$ cat config.mk
export PLATFORM = sky130hd
export DESIGN_NAME = sacd_lookup
export DESIGN_NICKNAME = d
export VERILOG_FILES = /design/src/sacd_pkg.sv /design/src/sacd_lookup.sv
export SDC_FILE = /design/constraint.sdc
export NUM_CORES = 1
export LEC_CHECK = 0
export ABC_AREA = 0
export BUFFER_PORTS_ARGS = -buffer_cell sky130_fd_sc_hd__buf_2
export CAP_MARGIN = 0
export CELL_PAD_IN_SITES_DETAIL_PLACEMENT = 0
export CELL_PAD_IN_SITES_GLOBAL_PLACEMENT = 2
export CORE_ASPECT_RATIO = 1.4
export CORE_UTILIZATION = 25
export DETAILED_ROUTE_END_ITERATION = 8
export PLACE_DENSITY = 0.95
export SYNTH_ARGS = -nofsm -noshare
export SYNTH_HDL_FRONTEND = slang
export SYNTH_SLANG_ARGS = --single-unit
$ cat constraint.sdc
create_clock -name vclk -period 21.5
set_input_delay 1.075 -clock vclk [all_inputs]
set_output_delay 1.075 -clock vclk [all_outputs]
set_load 0.03 [all_outputs]
$ cat src/sacd_pkg.sv
package sacd_pkg;

  localparam int WAYS       = 8;
  localparam int SETS       = 64;
  localparam int LINE_BYTES = 64;

  localparam int ADDR_W     = 32;
  localparam int CNT_W      = 8;
  localparam int TOTAL_W    = 32;
  localparam int OUT_WAY_W  = 3;

  localparam int OFFSET_W   = $clog2(LINE_BYTES);
  localparam int SET_W      = $clog2(SETS);
  localparam int SET_IDX_W  = (SET_W > 0) ? SET_W : 1;
  localparam int TAG_W      = ADDR_W - OFFSET_W - SET_W;
  localparam int WAY_W      = (WAYS > 1) ? $clog2(WAYS) : 1;
  localparam int PRIO_W     = CNT_W + 1;

  localparam logic [CNT_W-1:0] COUNT_MAX = '1;

  // words on the two stream channels, rounded up to whole bytes
  localparam int IN_DATA_W  = ((ADDR_W + 7) / 8) * 8;
  localparam int OUT_FLD_W  = 1 + OUT_WAY_W + 1 + 3 * TOTAL_W;
  localparam int OUT_DATA_W = ((OUT_FLD_W + 7) / 8) * 8;

  typedef struct packed {
    logic             valid;
    logic [TAG_W-1:0] tag;
    logic [CNT_W-1:0] count;
  } sacd_line_t;

  typedef sacd_line_t [WAYS-1:0] sacd_row_t;

  typedef struct packed {
    logic             hit;
    logic [WAY_W-1:0] way;
    logic             evicted;
  } sacd_lookup_t;

  typedef enum logic {
    ST_IDLE,
    ST_LOOKUP
  } sacd_state_t;

endpackage

$ cat src/sacd_lookup.sv
module sacd_lookup (
  input  sacd_pkg::sacd_row_t             row,
  input  logic [sacd_pkg::TAG_W-1:0]      tag,
  output sacd_pkg::sacd_lookup_t          res,
  output sacd_pkg::sacd_row_t             new_row
);

  logic                           hit;
  logic [sacd_pkg::WAY_W-1:0]     hit_way;
  logic [sacd_pkg::WAY_W-1:0]     vict_way;
  logic [sacd_pkg::PRIO_W-1:0]    best;
  logic [sacd_pkg::PRIO_W-1:0]    prio;

  // tag match on valid ways, lowest way wins
  always_comb begin
    hit     = 1'b0;
    hit_way = '0;
    for (int w = sacd_pkg::WAYS - 1; w >= 0; w--) begin
      if (row[w].valid && row[w].tag == tag) begin
        hit     = 1'b1;
        hit_way = sacd_pkg::WAY_W'(w);
      end
    end
  end

  // least (valid + count), first way on a tie
  always_comb begin
    best     = '1;
    vict_way = '0;
    prio     = '0;
    for (int w = 0; w < sacd_pkg::WAYS; w++) begin
      prio = sacd_pkg::PRIO_W'(row[w].valid) + sacd_pkg::PRIO_W'(row[w].count);
      if (prio < best) begin
        best     = prio;
        vict_way = sacd_pkg::WAY_W'(w);
      end
    end
  end

  always_comb begin
    new_row     = row;
    res.hit     = hit;
    res.way     = hit ? hit_way : vict_way;
    res.evicted = !hit && row[vict_way].valid;
    if (hit) begin
      if (row[hit_way].count != sacd_pkg::COUNT_MAX) begin
        new_row[hit_way].count = row[hit_way].count + 1'b1;
      end
    end else begin
      new_row[vict_way].valid = 1'b1;
      new_row[vict_way].tag   = tag;
      new_row[vict_way].count = sacd_pkg::CNT_W'(1);
    end
  end

endmodule

After elaboration in Yosys (flattened, before gate mapping)

Index checks and enable logic that the tools add are counted.

Bits in registers: 0
Word-level logic and storage cells: 91
Input bits: 252
Output and inout port bits: 237

$add $sub $neg: 9
Magnitude comparators: 12
Equal/unequal tests: 9
Mux-type cells: 49
Reduce and logical (&&, ||, !) cells: 12

Operators by type and width:

| kind                                                               | number |
|---|---|
| bitwise mux 232 bit                                                | 4 |
| 2-to-1 mux 232 bit                                                 | 2 |
| demux 29 bit (select 3 bit)                                        | 4 |
| binary-select mux 29 bit (select 3 bit)                            | 2 |
| equality test 20 bit                                               | 8 |
| adder 1 x 8 -> 9 bit                                               | 8 |
| less-than comparator 9 bit                                         | 7 |
| 2-to-1 mux 9 bit                                                   | 7 |
| 2-to-1 mux 29 bit                                                  | 2 |
| 2-to-1 mux 3 bit                                                   | 15 |
| 2-to-1 mux 28 bit                                                  | 1 |
| 2-to-1 mux 8 bit                                                   | 3 |
| logical AND 1 bit                                                  | 11 |
| less-than comparator 9 bit (second input constant)                 | 1 |
| 2-to-1 mux 1 bit                                                   | 9 |
| adder 8 x 1 -> 8 bit (second input constant)                       | 1 |
| less-than comparator 3 x 4 -> 1 bit (second input constant)        | 2 |
| != test 8 bit (second input constant)                              | 1 |
| greater-or-equal comparator 3 x 1 -> 1 bit (second input constant) | 2 |
| logical NOT 1 bit                                                  | 1 |

Longest topological paths before layout

Depth after elaboration: 25
Mapped depth: 96
Gate-level depth less buffers: 85

Worst setup path after synthesis

Ideal clock, no wire load.

Path kind: input-to-output
From: input port row[29] (netlist bit)
To: output port res[0] (netlist bit)
Slack: 3.258 ns
Data arrival time: 17.167 ns
Path buffers: 10
Required time: 20.425 ns
Stages on the path: 86
Cells stage by stage: ha_1 -> ha_1 -> nand3_1 -> nor2_1 -> and3_1 -> ha_1 -> nand2_1 -> o21ai_0 -> o21bai_2 -> or2_1 -> buf_4 -> o21ai_0 -> ha_1 -> a21o_1 -> a21o_1 -> a21o_1 -> a21oi_1 -> o211ai_1 -> [50 not listed] -> nand2_1 -> o21ai_0 -> ha_1 -> a21o_1 -> a21o_1 -> a21o_1 -> a21oi_1 -> nor2b_1 -> o21ai_0 -> nand2b_1 -> a21o_1 -> o21ai_0 -> clkbuf_1 -> nor2_1 -> a311oi_4 -> a22o_1 -> a211oi_1 -> nor4_1

RTL lines:

| what               | RTL line         | RTL |
|---|---|---|
| start: declaration | sacd_lookup.sv:2 | `input sacd_pkg::sacd_row_t row,` |
| end: declaration   | sacd_lookup.sv:4 | `output sacd_pkg::sacd_lookup_t res,` |

==> flow_summary.ini <==
[yosys]
syn_avg_cell_area_um2 = 7.26
ys_types = 84
yosysWarnings = 0
synth_area_leaders = mux2_2 (18%), xnor2_1 (13%), ha_1 (8.7%)
synth_top_area_cell = mux2_2
synth_seq_area_share = 0
synth_cells = 1329
yosysMostFrequentCell = mux2_2
netlist_top_cells_count = mux2_2 (154), xnor2_1 (145), nand2_1 (118)
synth_fp_nets = 1648
syn-cell-area_um2 = 9650
synth_top_area_frac = 0.180

[setup_path]
crit_type = in2out
cp_max_fo = 29
crit_path_top_delay_cell = a21oi_4
max_stage_delay_ns = 0.48
startpoint = row[57]
crit_path_start_kind = input port
worst_setup_path_end_kind = primary output
cpMostUsedCell = a21o_1
required_ns = 20.43
critical_path_arrival_ns = 19.22

[die]
core_um2 = 37800
ios = 489
die_w_um = 168
rows = 84
die_y_um = 234
start_util = 0.255
die_area_um2 = 39400

[sta]
layout_min_cycle_time_ns = 20.30
hold_viol_final = 0
final_max_slew_viol_count = 0
rsz0062_at_grt = no
fin_crit_sh = 0.944
slew_headroom = 0.200
hold_ws_ns = 2.56
setup-violations-final = 0
timing.fmax_mhz = 49.3
tns_ns = 0
worstMarginPinSlew_ns = 1.19

[clocking]
holdBufCountCts = 0
post_cts_buffers = 0

[run_status]
status = completed

[grt]
busiest_layer = met2
grt_util_met2 = 0.511
grtUsageTotal = 0.282
grt_pass1_wl_mm = 81.7
grt_pass1_vias = 12281
antenna_found_initial = 14
met3_usage = 0.0311
grt_util_met1 = 0.324
overflow = 0
grt_start_max_net_pins = 30

[placed_design]
gp_congestion = 0.990
dp_hpwl_mm = 50.0
port_buffers = 489
place_area_um2 = 12400

[hold_path]
min_path_cells = 3
min_from = row[199]
min_to = new_row[199]
hold_class = in2out

[finish]
fin_area_um2 = 12500
design.seq.count = 0
clockBufferCount = 0
nNetsFinal = 2063
ff_latch_area_um2 = 0
area_delta_synth_final_pct = 29.3
layout-drive-gt1-share = 0.423

[route]
wire_per_inst_um = 26.5
drtIter0Drc = 940
first_pass_iters = 7
vias = 12479
drc = 0
detail-route-antenna-nets = 0
wl_mm = 59.0
via_per_inst = 5.61

[run]
maxCapViolCount = 0

[power]
power_density_nw_per_um2 = 126
p_leak_nw = 5.62
irDropWorstVdd_v = 0.000202
## per-stage QoR
step	setup slack [ns]	std cells	utilization	total power [mW]
6_report	1.20	2225	0.330	1.57
5_1_grt	0.0226	2216	0.329	1.66
4_1_cts	1.12	2215	0.329	1.55
3_5_place_dp	1.17	2215	0.329	1.55
3_3_place_gp	1.45	2215	0.329	1.55
2_1_floorplan	3.26	1329	-	1.13
## repair_timing
action / in CTS / in global routing
endpoints found under the setup margin: 0 / 150
endpoints found under the hold margin: 0 / 0
gates resized for setup: 0 / 4
## layout make-up
type	instances	area, um^2
Fill cell	4232	25400
Multi-Input combinational cell	1199	9130
Tap cell	473	592
Antenna cell	10	25.0
Timing Repair Buffer	508	2590
Inverter	35	131
## critical path: cells and delay by family
kind | cells | cell delay (ns)
AOI/OAI and AO/OA | 40 | 8.68
xor gates and xnor gates | 1 | 0.14
adders and majority gates | 9 | 2.57
muxes | 3 | 1.07
and+or+nand+nor | 24 | 4.56
buffers and inverters | 6 | 1.07
## metal layers
metal,share of wire,up-vias
met2,0.49,666
met1,0.37,5932
met5,0.00044,-
li1,-,5749
met3,0.072,128
met4,0.061,4
## report_power, final
part	switching (mW)	internal, mW
combinational	1.03	0.537
clock	0	0.0000000630
sequential	0	0
total	1.03	0.537
## cells by family (layout without fill, tap and decap cells)
kind of cell    Yosys count  count (layout)  synth area share
buf+inv                 130             543            0.0571
mux                     189             189             0.219
simple gates            467             467             0.252
xor+xnor                217             217             0.198
fa+ha+maj                68              68            0.0881
compound gates          258             258             0.187
other cells               0              10                 0
## how the worst max path moves through the flow
stage,to,depth (start not counted),slack (ns)
after floorplan,res[0],86,3.26
after global placement,new_row[44],83,1.45
after detailed placement,new_row[44],83,1.17
after CTS,new_row[44],83,1.12
after global routing,new_row[44],84,0.02
final,new_row[44],83,1.20
## placed cells by master (no fill, tap or decap), types with 54 or more instances in the layout
cell and n:
xor2_1 71, buf_2 489, o21ai_0 54, ha_1 67, nand3_1 59, nand4_1 60
xnor2_1 145, nand2_1 118, nor2_1 79, mux2_2 154
Power figures use the tool's default switching activity.
